`config.mk`:
```
export PLATFORM = sky130hd
export DESIGN_NAME = uart_rx_tx_ring_buffers
export DESIGN_NICKNAME = d
export VERILOG_FILES = /design/src/rtl/urb_pkg.sv /design/src/rtl/urb_ram.sv /design/src/rtl/urb_ctrl.sv /design/src/rtl/urb_dp.sv /design/src/rtl/uart_rx_tx_ring_buffers.sv
export SDC_FILE = /design/constraint.sdc
export NUM_CORES = 1
export LEC_CHECK = 0
export ABC_CLOCK_PERIOD_IN_PS = 4400
export BUFFER_PORTS_ARGS = -buffer_cell sky130_fd_sc_hd__buf_2
export CAP_MARGIN = 40
export CORE_ASPECT_RATIO = 2
export CORE_MARGIN = 2
export CORE_UTILIZATION = 63
export DETAILED_ROUTE_END_ITERATION = 8
export GPL_ROUTABILITY_DRIVEN = 0
export PLACE_DENSITY_LB_ADDON = 0.08
export SETUP_SLACK_MARGIN = 0.05
export SYNTH_ARGS = -nofsm -noshare
export SYNTH_HDL_FRONTEND = slang
export SYNTH_SLANG_ARGS = --single-unit
export TNS_END_PERCENT = 5
```
`constraint.sdc`:
```
create_clock -name clk -period 4.4 [get_ports clk]
set_input_delay 0.44 -clock clk [delete_from_list [all_inputs] [get_ports clk]]
set_output_delay 0.44 -clock clk [all_outputs]
set_load 0.02 [all_outputs]
```
`src/rtl/urb_pkg.sv`:
```
// ----------------------------------------------------------------------------
// urb_pkg
// shared constants, payload structs, opcodes and controller types for the
// uart receive and transmit ring buffer block
// ----------------------------------------------------------------------------
package urb_pkg;

  localparam int RX_DEPTH = 64;
  localparam int TX_DEPTH = 64;
  localparam int RX_AW    = (RX_DEPTH > 1) ? $clog2(RX_DEPTH) : 1;
  localparam int TX_AW    = (TX_DEPTH > 1) ? $clog2(TX_DEPTH) : 1;
  localparam int FILL_W   = 6;

  typedef enum logic [2:0] {
    OP_RX_BYTE   = 3'd0,
    OP_LINE_RDY  = 3'd1,
    OP_HOST_RD   = 3'd2,
    OP_HOST_WR   = 3'd3,
    OP_QUERY     = 3'd4
  } op_t;

  typedef enum logic [1:0] {
    ST_IDLE,
    ST_EXEC,
    ST_RESP
  } state_t;

  typedef struct packed {
    logic [2:0] operation;
    logic [7:0] data_byte;
    logic       parity_error;
    logic       line_ready;
  } urb_in_t;

  typedef struct packed {
    logic [7:0]        read_data;
    logic              read_empty;
    logic [FILL_W-1:0] fill_count;
    logic [7:0]        line_byte;
    logic              line_valid;
    logic              irq_enable;
    logic              write_accepted;
    logic              rx_dropped;
  } urb_out_t;

  // controller to datapath
  typedef struct packed {
    logic load;
    logic rx_push;
    logic rx_pop;
    logic tx_push;
    logic tx_pop;
    logic direct;
    logic irq_set;
    logic irq_clr;
    logic drop;
    logic rd_empty;
    logic accept;
    logic respond;
  } urb_cmd_t;

  // datapath to controller
  typedef struct packed {
    logic [2:0] op;
    logic       perr;
    logic       ready;
    logic       rx_full;
    logic       rx_empty;
    logic       tx_full;
    logic       tx_empty;
    logic       tx_one;
  } urb_stat_t;

endpackage

```
`src/rtl/urb_ram.sv`:
```
// ----------------------------------------------------------------------------
// urb_ram
// generic simple dual port ram, one write and one registered read port
// ----------------------------------------------------------------------------
module urb_ram #(
  parameter int WIDTH = 8,
  parameter int DEPTH = 64,
  parameter int AW    = (DEPTH > 1) ? $clog2(DEPTH) : 1
) (
  input  logic             clk,
  input  logic             we,
  input  logic [AW-1:0]    waddr,
  input  logic [WIDTH-1:0] wdata,
  input  logic             re,
  input  logic [AW-1:0]    raddr,
  output logic [WIDTH-1:0] rdata
);

  logic [WIDTH-1:0] mem [DEPTH];
  logic [WIDTH-1:0] rdata_r;

  always_ff @(posedge clk) begin
    if (we) begin
      mem[waddr] <= wdata;
    end
    if (re) begin
      rdata_r <= mem[raddr];
    end
  end

  assign rdata = rdata_r;

endmodule

```
`src/rtl/urb_ctrl.sv`:
```
// ----------------------------------------------------------------------------
// urb_ctrl
// sequencer: capture, execute, respond; decides queue actions from status
// ----------------------------------------------------------------------------
module urb_ctrl (
  input  logic               clk,
  input  logic               rst_n,
  input  logic               start,
  output logic               busy,
  input  urb_pkg::urb_stat_t stat,
  output urb_pkg::urb_cmd_t  cmd
);
  import urb_pkg::*;

  state_t state_r, state_nxt;

  always_ff @(posedge clk) begin
    if (!rst_n) begin
      state_r <= ST_IDLE;
    end else begin
      state_r <= state_nxt;
    end
  end

  always_comb begin
    state_nxt = state_r;
    case (state_r)
      ST_IDLE: begin
        if (start) state_nxt = ST_EXEC;
      end
      ST_EXEC: state_nxt = ST_RESP;
      ST_RESP: state_nxt = ST_IDLE;
      default: state_nxt = ST_IDLE;
    endcase
  end

  always_comb begin
    cmd  = '0;
    busy = 1'b1;
    case (state_r)
      ST_IDLE: begin
        busy     = 1'b0;
        cmd.load = start;
      end
      ST_EXEC: begin
        case (op_t'(stat.op))
          OP_RX_BYTE: begin
            if (stat.perr || stat.rx_full) cmd.drop = 1'b1;
            else cmd.rx_push = 1'b1;
          end
          OP_LINE_RDY: begin
            cmd.tx_pop  = !stat.tx_empty;
            cmd.irq_clr = stat.tx_empty || stat.tx_one;
          end
          OP_HOST_RD: begin
            if (stat.rx_empty) cmd.rd_empty = 1'b1;
            else cmd.rx_pop = 1'b1;
          end
          OP_HOST_WR: begin
            if (stat.tx_empty && stat.ready) begin
              cmd.direct = 1'b1;
              cmd.accept = 1'b1;
            end else if (!stat.tx_full) begin
              cmd.tx_push = 1'b1;
              cmd.irq_set = 1'b1;
              cmd.accept  = 1'b1;
            end
          end
          default: ;
        endcase
      end
      ST_RESP: cmd.respond = 1'b1;
      default: ;
    endcase
  end

  a_resp_after_exec: assert property (@(posedge clk) disable iff (!rst_n)
    state_r == ST_EXEC |=> cmd.respond)
    else $error("response did not follow execute");

endmodule

```
`src/rtl/urb_dp.sv`:
```
// ----------------------------------------------------------------------------
// urb_dp
// queue pointers, both byte stores, interrupt enable and result assembly
// ----------------------------------------------------------------------------
module urb_dp (
  input  logic               clk,
  input  logic               rst_n,
  input  urb_pkg::urb_in_t   in_data,
  input  urb_pkg::urb_cmd_t  cmd,
  output urb_pkg::urb_stat_t stat,
  output urb_pkg::urb_out_t  out_data
);
  import urb_pkg::*;

  logic [RX_AW-1:0] rx_head_r, rx_tail_r, rx_head_inc, rx_tail_inc;
  logic [TX_AW-1:0] tx_head_r, tx_tail_r, tx_head_inc, tx_tail_inc;
  logic             irq_r;
  urb_in_t          item_r;

  logic rd_pop_r, tx_pop_r, direct_r, rd_empty_r, accept_r, drop_r;
  logic [7:0] rx_q, tx_q;
  logic [RX_AW:0] fill;

  assign rx_head_inc = (rx_head_r == RX_AW'(RX_DEPTH - 1)) ? '0 : rx_head_r + RX_AW'(1);
  assign rx_tail_inc = (rx_tail_r == RX_AW'(RX_DEPTH - 1)) ? '0 : rx_tail_r + RX_AW'(1);
  assign tx_head_inc = (tx_head_r == TX_AW'(TX_DEPTH - 1)) ? '0 : tx_head_r + TX_AW'(1);
  assign tx_tail_inc = (tx_tail_r == TX_AW'(TX_DEPTH - 1)) ? '0 : tx_tail_r + TX_AW'(1);

  always_comb begin
    stat.op       = item_r.operation;
    stat.perr     = item_r.parity_error;
    stat.ready    = item_r.line_ready;
    stat.rx_full  = (rx_head_inc == rx_tail_r);
    stat.rx_empty = (rx_head_r == rx_tail_r);
    stat.tx_full  = (tx_head_inc == tx_tail_r);
    stat.tx_empty = (tx_head_r == tx_tail_r);
    stat.tx_one   = (tx_tail_inc == tx_head_r);
  end

  always_ff @(posedge clk) begin
    if (!rst_n) begin
      rx_head_r <= '0;
      rx_tail_r <= '0;
      tx_head_r <= '0;
      tx_tail_r <= '0;
      irq_r     <= 1'b0;
    end else begin
      if (cmd.rx_push) rx_head_r <= rx_head_inc;
      if (cmd.rx_pop)  rx_tail_r <= rx_tail_inc;
      if (cmd.tx_push) tx_head_r <= tx_head_inc;
      if (cmd.tx_pop)  tx_tail_r <= tx_tail_inc;
      if (cmd.irq_set) irq_r <= 1'b1;
      else if (cmd.irq_clr) irq_r <= 1'b0;
    end
  end

  // captured item and per-step flags, no reset needed
  always_ff @(posedge clk) begin
    if (cmd.load) item_r <= in_data;
    rd_pop_r   <= cmd.rx_pop;
    tx_pop_r   <= cmd.tx_pop;
    direct_r   <= cmd.direct;
    rd_empty_r <= cmd.rd_empty;
    accept_r   <= cmd.accept;
    drop_r     <= cmd.drop;
  end

  urb_ram #(.WIDTH(8), .DEPTH(RX_DEPTH)) u_rx_ram (
    .clk   (clk),
    .we    (cmd.rx_push),
    .waddr (rx_head_r),
    .wdata (item_r.data_byte),
    .re    (cmd.rx_pop),
    .raddr (rx_tail_r),
    .rdata (rx_q)
  );

  urb_ram #(.WIDTH(8), .DEPTH(TX_DEPTH)) u_tx_ram (
    .clk   (clk),
    .we    (cmd.tx_push),
    .waddr (tx_head_r),
    .wdata (item_r.data_byte),
    .re    (cmd.tx_pop),
    .raddr (tx_tail_r),
    .rdata (tx_q)
  );

  always_comb begin
    if (rx_head_r >= rx_tail_r) begin
      fill = {1'b0, rx_head_r} - {1'b0, rx_tail_r};
    end else begin
      fill = {1'b0, rx_head_r} + (RX_AW + 1)'(RX_DEPTH) - {1'b0, rx_tail_r};
    end
  end

  always_comb begin
    out_data.read_data      = rd_pop_r ? rx_q : 8'd0;
    out_data.read_empty     = rd_empty_r;
    out_data.fill_count     = FILL_W'(fill);
    out_data.line_byte      = tx_pop_r ? tx_q : (direct_r ? item_r.data_byte : 8'd0);
    out_data.line_valid     = tx_pop_r || direct_r;
    out_data.irq_enable     = irq_r;
    out_data.write_accepted = accept_r;
    out_data.rx_dropped     = drop_r;
  end

  a_rx_push_room: assert property (@(posedge clk) disable iff (!rst_n)
    cmd.rx_push |-> !stat.rx_full && !cmd.rx_pop)
    else $error("receive push into full queue");

  a_pop_not_empty: assert property (@(posedge clk) disable iff (!rst_n)
    (cmd.rx_pop |-> !stat.rx_empty) and (cmd.tx_pop |-> !stat.tx_empty))
    else $error("pop from empty queue");

  a_irq_off_when_empty: assert property (@(posedge clk) disable iff (!rst_n)
    stat.tx_empty |-> !irq_r)
    else $error("transmit irq enabled with empty queue");

endmodule

```
`src/rtl/uart_rx_tx_ring_buffers.sv`:
```
// ----------------------------------------------------------------------------
// uart_rx_tx_ring_buffers
// receive and transmit byte ring buffers between a uart line and a host
// ----------------------------------------------------------------------------
// An event is taken when start is high while busy is low; busy then stays
// high through the execute and respond steps, and the block takes no new
// event until it is back in idle. The three steps are capture, execute
// (pointer compares and at most one store access) and respond, the last set
// by the registered read of the byte stores. The result appears on out_data
// for exactly one cycle with out_valid high, in the respond step that follows
// execute; the receiver cannot stall and must take it in that cycle. Each
// queue holds at most depth-1 bytes. The stores are not cleared after reset.
// ----------------------------------------------------------------------------
module uart_rx_tx_ring_buffers (
  input  logic              clk,
  input  logic              rst_n,
  input  logic              start,
  output logic              busy,
  input  urb_pkg::urb_in_t  in_data,
  output logic              out_valid,
  output urb_pkg::urb_out_t out_data
);
  import urb_pkg::*;

  // command and status between sequencer and datapath
  urb_cmd_t  cmd;
  urb_stat_t stat;

  // sequencer decides queue actions from the captured event
  urb_ctrl u_ctrl (
    .clk   (clk),
    .rst_n (rst_n),
    .start (start),
    .busy  (busy),
    .stat  (stat),
    .cmd   (cmd)
  );

  // pointers, stores and result assembly
  urb_dp u_dp (
    .clk      (clk),
    .rst_n    (rst_n),
    .in_data  (in_data),
    .cmd      (cmd),
    .stat     (stat),
    .out_data (out_data)
  );

  // result strobe, one cycle per transfer
  assign out_valid = cmd.respond;

endmodule
```
==> results of run 1 <==
path summary, 6_finish.rpt:
kind	slack [ps]	startpoint	cells after the start	to
setup / recovery	640	u_dp.tx_head_r[1]$_SDFFE_PN0P_	8	u_dp.u_tx_ram.mem[14][0]$_DFFE_PP_
setup reg to reg	640	u_dp.tx_head_r[1]$_SDFFE_PN0P_	8	u_dp.u_tx_ram.mem[14][0]$_DFFE_PP_
hold reg to reg	480	u_ctrl.state_r[1]$_SDFFE_PN0P_	1	u_ctrl.state_r[1]$_SDFFE_PN0P_
hold / removal	220	rst_n	2	u_dp.tx_tail_r[2]$_SDFFE_PN0P_
cell type report:
type	count	area, um^2	area share
Sequential cell	1086	32300	0.6773
Multi-Input combinational cell	806	9951	0.2087
Clock buffer	109	2440	0.05116
Tap cell	890	1114	0.02335
Timing Repair Buffer	127	1065	0.02233
Clock inverter	58	743.2	0.01558
Inverter	20	75.07	0.001574
Antenna cell	1	2.502	0.00005247
power by group through the flow:
stage	Sequential [W]	Combinational [W]	Clock (W)
2_1_floorplan	0.0117	0.0000215	0
3_3_place_gp	0.0116	0.000234	0
3_5_place_dp	0.0116	0.000255	0
4_1_cts	0.0114	0.000263	0.00871
5_1_grt	0.0114	0.000279	0.00908
6_report	0.0114	0.000259	0.00860
cells by family (layout without fill, tap and decap cells):
logic type | after synthesis | count (layout) | share of synthesized area
buffers and inverters | 144 | 314 | 0.01655
AO/OA/AOI/OAI | 112 | 112 | 0.01774
flip-flops | 1086 | 1086 | 0.7517
XOR/XNOR | 28 | 28 | 0.005711
other | 0 | 1 | 0
adder cells (fa/ha/maj) | 10 | 10 | 0.003089
multiplexers | 329 | 329 | 0.1685
AND/OR/NAND/NOR | 327 | 327 | 0.03671
repair_timing:
| item | in CTS | in global routing |
|---|---|---|
| setup buffers | 0 | 0 |
| hold buffers | 14 | 0 |
| endpoints found under the hold margin | 14 | 0 |
layout by cell type (no fill, tap or decap), drive strengths merged, types with 6 or more instances in the layout:
master          n
edfxtp       1053
mux4          315
nor2          165
buf           113
clkbuf        109
nand2          51
clkinv         35
dfxtp          33
a21oi          26
inv            23
xnor2          22
nand3          21
bufinv         17
o21ai          17
or3            17
and3           14
mux2i          14
dlygate4sd3    14
and2           12
a22o           12
a31oi          11
o22ai           9
ha              9
nand4           7
a22oi           7
nand2b          7
xor2            6
a221o           6
layer usage:
metal	vias up	GRT usage	routed length [um]
li1	8595	-	-
met3	252	0.04189	5293
met1	10740	0.3214	31750
met5	-	0	0
met2	891	0.5320	55600
met4	0	0.1825	7158
stage by stage:
| step | power [W] | hold slack, ps | setup WS, ps | instances |
|---|---|---|---|---|
| after floorplan | 0.01171 | 443.1 | 1202 | 2036 |
| after global placement | 0.01184 | 462.4 | 860.4 | 2910 |
| after detailed placement | 0.01186 | 471.6 | 727.0 | 2915 |
| after CTS | 0.02035 | 146.1 | 691.1 | 3096 |
| after global routing | 0.02073 | 179.6 | 455.5 | 3096 |
| final | 0.02023 | 216.6 | 644.2 | 3097 |
flip-flops by register name (all words and copies together) (netlist names):
signal	cells
u_dp.tx_tail_r	6
u_dp.rd_empty_r	1
u_ctrl.state_r	2
u_dp.tx_pop_r	1
u_dp.u_rx_ram.rdata	8
u_dp.irq_r	1
u_dp.accept_r	1
u_dp.u_tx_ram.rdata	8
u_dp.u_tx_ram.mem	512
u_dp.u_rx_ram.mem	512
u_dp.rd_pop_r	1
u_dp.direct_r	1
u_dp.rx_tail_r	6
u_dp.item_r	8
u_dp.stat	5
u_dp.drop_r	1
u_dp.tx_head_r	6
u_dp.rx_head_r	6
==> flow_summary.toml, run 1 <==
[outcome]
outcome = "finished clean"

[finish]
area_delta_synth_final_pct = 11.05
fillers = 4062
final_cell_area_um2 = 47690
final_util = 0.7058
layout.nets = 2157
drive_gt1_frac = 0.2720

[power_and_ir_drop]
power_frac_comb = 0.013
netSwitchingFraction = 0.1908
power.share.sequential = 0.562
netSwitchingPower_w = 0.003861
ir_worst_vdd_mv = 0.3722
internal_power_w = 0.01637
clkPwrFrac = 0.425
power_density_nw_per_um2 = 424.3
p_leak_nw = 14.64

[worst_setup_path]
path_delay_family = "simple AND/OR/NAND/NOR gates"
cp-end-kind = "flip-flop"
start_kind = "flip-flop"
cpMostUsedCell = "nor2_1"
cp_slowest_stage_delay_ps = 680
cp.required_ps = 4700
path_cells = "ha_1, nand2_1, nor2_1, o31ai_1, a21oi_2, o211ai_2, or3_1, nor2_1"
crit_fanout = 13
crit_buf_inv = 0
critPathSlowestCell = "or3_1"
crit_arrival_ps = 4050
critPathKind = "reg2reg"

[grt]
grt_max_degree = 130
overflow = 0
grt_pass1_wl_mm = 144.9
grt_use_total = 0.2931
antenna_found_initial = 0
grt_pass1_vias = 21316

[synth]
synth_common_cells = "1053 x edfxtp_1, 315 x mux4_2, 156 x nor2_1, 52 x buf_2, 51 x nand2_1"
synth.most_common_cell = "edfxtp_1"
ys_ff_latch = 1086
netlist_area_um2 = 42940
synthesis.nets = 2062
yosysWarnings = 0
yosysUniqueCellTypes = 64
seq_area_frac_synth = 0.7517
synth_top_area_cell = "edfxtp_1"
synth-main-ff-cell = "edfxtp_1"
synth_edf_count = 1053
synthCells = 2036
async_flop_share = 0
synth_area_per_cell_um2 = 21.09
synth_top_area_share = 0.7363
ys_top_cells_by_area = "edfxtp_1 74%, mux4_2 17%, dfxtp_1 1.5%"

[clock_tree]
clockBufferDepth = 3
htree_levels = 3
cts_made_buffers = 90
cts_tree = "yes"
clock_latency_ps = 670
post_cts_resized = 0
cts_sinks = 1086
root_buffer = "clkbuf_16"
path_clk_slew_ps = 70

[timing]
max_freq_ghz = 0.2663
fin_crit_ps = 3756
fin_crit_sh = 0.8536
timing.final.max_slew_violations = 0
setup_tns_ps = 0
tightest_slew_ps = 954.5
fin_skew_ps = 21.62
max_slew_margin = 0.3637
setup_violations = 0
rsz0062_at_grt = "false"
hold_viol = 0

[place]
hpwlAfterDp_mm = 64.04
place_area_um2 = 44360
port-buffer-count = 44

[min_path]
hold_class = "in2reg"

[route]
post_drt_via_cell_ratio = 6.612
ant_nets = 0
routed_wl_mm = 99.80
vias = 20478
drtPass1Iterations = 5
first_iter_violations = 1794
drc = 0
wl_per_cell_um = 32.22

[floorplan]
fp.dieArea_um2 = 70390
die_w_um = 188.6
initial_core_util = 0.6356
die_h_um = 373.2
ios = 45
rows = 135
core_area_um2 = 67560

[run]
maxCapViolations = 0
Note: power is estimated with default switching activity, not from simulation.
==> run 2: changes to the inputs <==
MAX_ROUTING_LAYER = met4   (was not set)
==> run 2 against run 1 <==
Cell count about the same. Die area stayed put. Sequential power barely moved. Sequential cell count did not move. Final area about the same. Critical endpoint is now u_dp.u_tx_ram.mem[41][3]$_DFFE_PP_. Largest cell class unchanged.
==> flow_summary.toml, run 2 (synthesized netlist as in run 1, its figures left out) <==
[worst_setup_path]
crit_start = "u_dp.tx_head_r[1]$_SDFFE_PN0P_"
path_delay_family = "simple AND/OR/NAND/NOR gates"
rrSetupSlack_ps = 650
cp.required_ps = 4700
path_cells = "ha_1, nand2_1, nor2_1, o31ai_1, a21oi_2, o211a_1, nand3_2, nor2_1"
crit_arrival_ps = 4050
start_kind = "flip-flop"
r2r_start = "u_dp.tx_head_r[1]$_SDFFE_PN0P_"
crit_fanout = 13
critPathSlowestCell = "nor2_1"
cp-end-kind = "flip-flop"
cpMostUsedCell = "nor2_1"
crit_buf_inv = 0
cp_slowest_stage_delay_ps = 670
critPathKind = "reg2reg"

[timing]
setup_violations = 0
fin_crit_sh = 0.8529
tightest_slew_ps = 952.9
setup_tns_ps = 0
fin_crit_ps = 3753
fin_skew_ps = 26.97
hold_viol = 0
timing.final.max_slew_violations = 0
max_freq_ghz = 0.2665
max_slew_margin = 0.3647
rsz0062_at_grt = "false"

[min_path]
hold_class = "in2reg"
hp-start = "rst_n"

[clock_tree]
path_clk_slew_ps = 70
cts_tree = "yes"
cts_made_buffers = 90
cts_sinks = 1086
clock_latency_ps = 680
clockBufferDepth = 3
root_buffer = "clkbuf_16"
cts_setup_buffers = 0
htree_levels = 3

[grt]
overflow = 0
grt_pass1_wl_mm = 144.9
grt_pass1_vias = 21328
grt_use_total = 0.3022
grt_max_degree = 130
antenna_found_initial = 0

[floorplan]
initial_core_util = 0.6356
die_h_um = 373.2
rows = 135
die_w_um = 188.6
fp.dieArea_um2 = 70390
core_area_um2 = 67560
ios = 45

[finish]
final_util = 0.7058
drive_gt1_frac = 0.2720
final_cells = 3096
final_cell_mix = "1053 x edfxtp_1, 315 x mux4_2, 156 x nor2_1"
layout.nets = 2157
final_common_cell = "edfxtp_1"
area_delta_synth_final_pct = 11.05
biggestRegsByFlops = "u_dp.u_rx_ram.mem x512, u_dp.u_tx_ram.mem x512"
antenna_cells = 0

[power_and_ir_drop]
ir_worst_vdd_mv = 0.3716
p_leak_nw = 14.64
p_total_w = 0.02022
power_density_nw_per_um2 = 424.1

[route]
post_drt_via_cell_ratio = 6.584
routed_wl_mm = 99.47
ant_nets = 0
vias = 20384
drtPass1Iterations = 6
wl_per_cell_um = 32.13
drc = 0
first_iter_violations = 1753

[run]
maxCapViolations = 0

[place]
dpl.cell_count = 2915
port-buffer-count = 44
hpwlAfterDp_mm = 64.04

[outcome]
outcome = "finished clean"
[run 2: cell count changes in the layout (fill, tap and decap cells not counted)]
cell	previous run	this run
diode_2	1	0
[run 2: timing repair]
action,4_1_cts,5_1_grt
endpoints found under the hold margin,14,0
hold buffers,14,0
resized for setup,0,0
[run 2: through the flow]
stage	instance area [um^2]	setup slack (ps)	hold slack [ps]
2_1_floorplan	42940	1202	443.1
3_3_place_gp	44300	860.4	462.4
3_5_place_dp	44360	727.0	471.6
4_1_cts	47690	691.1	146.1
5_1_grt	47690	457.6	179.1
6_report	47690	647.3	213.4
[run 2: cell type report]
type | instances | area [um^2]
Sequential cell | 1086 | 32300
Fill cell | 4063 | 19880
Multi-Input combinational cell | 806 | 9951
Clock buffer | 109 | 2440
Tap cell | 890 | 1114
Timing Repair Buffer | 127 | 1065
Clock inverter | 58 | 743.2
Inverter | 20 | 75.07
[run 2: final timing paths]
kind                                        endpoint  cells after the start
setup / recovery  u_dp.u_tx_ram.mem[41][3]$_DFFE_PP_                      8
hold / removal        u_dp.tx_tail_r[2]$_SDFFE_PN0P_                      2
setup reg to reg  u_dp.u_tx_ram.mem[41][3]$_DFFE_PP_                      8
hold reg to reg       u_ctrl.state_r[1]$_SDFFE_PN0P_                      1
[run 2: where the power goes]
group	switching, W	internal [W]	total (W)
combinational	0.000217	0.0000409	0.000258
sequential	0.0000181	0.0114	0.0114
clock	0.00362	0.00497	0.00859
[run 2: routing by layer]
metal  vias to the layer above  track usage  wire, um
met5                         -            -         0
met4                         0       0.1818      7084
met3                       261      0.04330      5199
met2                       831       0.5336     55510
met1                     10700       0.3191     31670
li1                       8592            -         -
[run 2: worst register-to-register path, delay by kind of cell (launching register included)]
family / cells / cell delay (ps)
adders and majority gates: 1 / 350
and+or+nand+nor: 4 / 1520
DFF: 1 / 650
AOI/OAI and AO/OA: 3 / 850
==> run 3: changes to the inputs <==
CAP_MARGIN = 10   (was 40)
SYNTH_HIERARCHICAL = 1   (was not set)
==> run 3 against run 2 <==
Clock skew fell by 3.5 ps. Maximum frequency fell by 5.2%. Count of clock-buffer cells in the layout did not move. Utilization rose by 0.19 points.
==> flow_summary.toml, run 3 <==
[finish]
biggestRegsByFlops = "u_dp/u_rx_ram/mem x512, u_dp/u_tx_ram/mem x512"
final_util = 0.7077
area_delta_synth_final_pct = 11.64
drive_gt1_frac = 0.2611
final_common_cell = "edfxtp_1"
final_cell_mix = "1053 x edfxtp_1, 252 x mux4_2, 177 x nor2_1"
final_cells = 3330
layout.nets = 2382

[route]
post_drt_via_cell_ratio = 6.555
wl_per_cell_um = 28.53
vias = 21829
ant_nets = 0
first_iter_violations = 2379
routed_wl_mm = 95.01
drtPass1Iterations = 5
drc = 0

[timing]
fin_crit_ps = 3959
hold_ws_ps = 252.9
rsz0062_at_grt = "false"
fin_crit_sh = 0.8999
tightest_slew_ps = 973.4
fin_skew_ps = 23.47
max_freq_ghz = 0.2526
setup_tns_ps = 0
max_slew_margin = 0.3343
hold_viol = 0
setup_violations = 0
timing.final.max_slew_violations = 0

[synth]
ys_top_cells_by_area = "edfxtp_1 73%, mux4_2 13%, nor2_1 1.5%"
seq_area_frac_synth = 0.7444
synth_top_area_share = 0.7292
synthXorXnorAreaFrac = 0.007069
netlist_area_um2 = 43360
synth_top_family_by_area = "multiplexers"
synth_compound_area_frac = 0.02802
async_flop_share = 0
ys_ff_latch = 1086
synthCells = 2195
synthMuxAreaShare = 0.1496
yosysWarnings = 6
synth_fa_ha_area_frac = 0.003059
synth.most_common_cell = "edfxtp_1"
synth_top_area_cell = "edfxtp_1"
synthesis.nets = 2221
synthSimpleGateAreaFrac = 0.04810
synth-main-ff-cell = "edfxtp_1"
synth_common_cells = "1053 x edfxtp_1, 252 x mux4_2, 177 x nor2_1, 61 x nand2_1, 52 x mux2i_1"
synth_edf_count = 1053
synth_area_per_cell_um2 = 19.76
yosysUniqueCellTypes = 72

[grt]
overflow = 0
antenna_found_initial = 1
grt_max_degree = 130
grt_pass1_vias = 21774
grt_use_total = 0.2851
grt_pass1_wl_mm = 142.4

[outcome]
outcome = "finished clean"

[place]
hpwlAfterDp_mm = 56.60
port-buffer-count = 44
dpl.cell_count = 3149

[clock_tree]
post_cts_resized = 0
cts_sinks = 1086
cts_setup_buffers = 0
cts_made_buffers = 89
clockBufferDepth = 3
path_clk_slew_ps = 70
root_buffer = "clkbuf_16"
clock_latency_ps = 670
htree_levels = 3
cts_hold_buf = 13
cts_tree = "yes"

[floorplan]
rows = 136
ios = 45
core_area_um2 = 68410
fp.dieArea_um2 = 71070
die_h_um = 375.0
die_w_um = 189.5
initial_core_util = 0.6339

[worst_setup_path]
cp-end-kind = "flip-flop"
cp.required_ps = 4690
critPathKind = "reg2reg"
crit_fanout = 14
rr_worst_depth = 9
rrSetupSlack_ps = 440
r2r_start = "u_dp/rx_head_r[0]$_SDFFE_PN0P_"
start_kind = "flip-flop"
r2r_end = "u_dp/u_rx_ram/mem[27][7]$_DFFE_PP_"
crit_arrival_ps = 4250

[min_path]
holdPathStages = 3
hp-start = "rst_n"
hold_class = "in2reg"
worstHoldEndpoint = "u_dp/tx_tail_r[5]$_SDFFE_PN0P_"

[power_and_ir_drop]
ir_worst_vdd_mv = 0.3955
p_leak_nw = 14.80
p_total_w = 0.02012
power_density_nw_per_um2 = 415.6

[run]
maxCapViolations = 0
## run 3: logic make-up (layout without fill, tap and decap cells)
logic type / after synthesis / after routing
AOI/OAI and AO/OA: 163 / 163
xor gates and xnor gates: 35 / 35
adders and majority gates: 10 / 10
buffers and inverters: 144 / 381
DFF: 1086 / 1086
muxes: 330 / 330
other: 0 / 1
and+or+nand+nor: 427 / 427
## run 3: critical path: stages (launching register included)
cell and delay, ps:
dfxtp_1 580, ha_1 370, nand4_1 230, and3_1 270, o21a_1 160, and4_1 190
nor4_2 310, buf_4 260, nand3_1 500, nor2_1 730
## run 3: final cells by class
| type | count | area, um^2 |
|---|---|---|
| flip-flops and latches | 1086 | 32310 |
| fillers | 4198 | 20000 |
| multi-input cells | 965 | 10240 |
| clock buffers | 109 | 2407 |
| repair buffers | 200 | 1524 |
| well taps | 897 | 1122 |
| clock inverters | 58 | 748.2 |
| inverters | 14 | 52.55 |
| diodes | 1 | 2.502 |
## run 3: power by group
| group | internal (W) | total, W | switching, W | leakage, nW |
|---|---|---|---|---|
| logic | 0.0000386 | 0.000248 | 0.000209 | 3.55 |
| clock network | 0.00488 | 0.00850 | 0.00362 | 1.51 |
| registers | 0.0114 | 0.0114 | 0.0000157 | 9.74 |
| total | 0.0163 | 0.0201 | 0.00385 | 14.8 |
## run 3: metal layers
metal / GRT usage / part of all wire / vias to the layer above
met5: - / 0 / -
met4: 0.09405 / 0.032 / 0
met3: 0.05100 / 0.083 / 167
met2: 0.4253 / 0.48 / 961
met1: 0.4091 / 0.40 / 11414
li1: - / - / 9287
## run 3: how the worst max path moves through the flow
stage | from | end | slack, ps | depth (start not counted)
6_report | u_dp/rx_head_r[0]$_SDFFE_PN0P_ | u_dp/u_rx_ram/mem[27][7]$_DFFE_PP_ | 440 | 9
5_1_grt | u_dp/rx_head_r[0]$_SDFFE_PN0P_ | u_dp/u_rx_ram/mem[3][3]$_DFFE_PP_ | 210 | 9
4_1_cts | u_dp/rx_head_r[0]$_SDFFE_PN0P_ | u_dp/u_rx_ram/mem[3][6]$_DFFE_PP_ | 500 | 9
3_5_place_dp | u_dp/rx_head_r[0]$_SDFFE_PN0P_ | u_dp/u_rx_ram/mem[3][2]$_DFFE_PP_ | 510 | 9
3_3_place_gp | u_dp/rx_head_r[0]$_SDFFE_PN0P_ | u_dp/u_rx_ram/mem[3][2]$_DFFE_PP_ | 640 | 9
2_1_floorplan | u_dp/rx_head_r[0]$_SDFFE_PN0P_ | u_dp/u_rx_ram/mem[62][0]$_DFFE_PP_ | 1140 | 9
## run 3: through the flow
step / worst slack [ps] / area [um^2]
final: 440.6 / 48410
after detailed placement: 510.6 / 45120
after global placement: 637.7 / 45120
after global routing: 210.9 / 48410
after CTS: 503.8 / 48410
after floorplan: 1142 / 43360
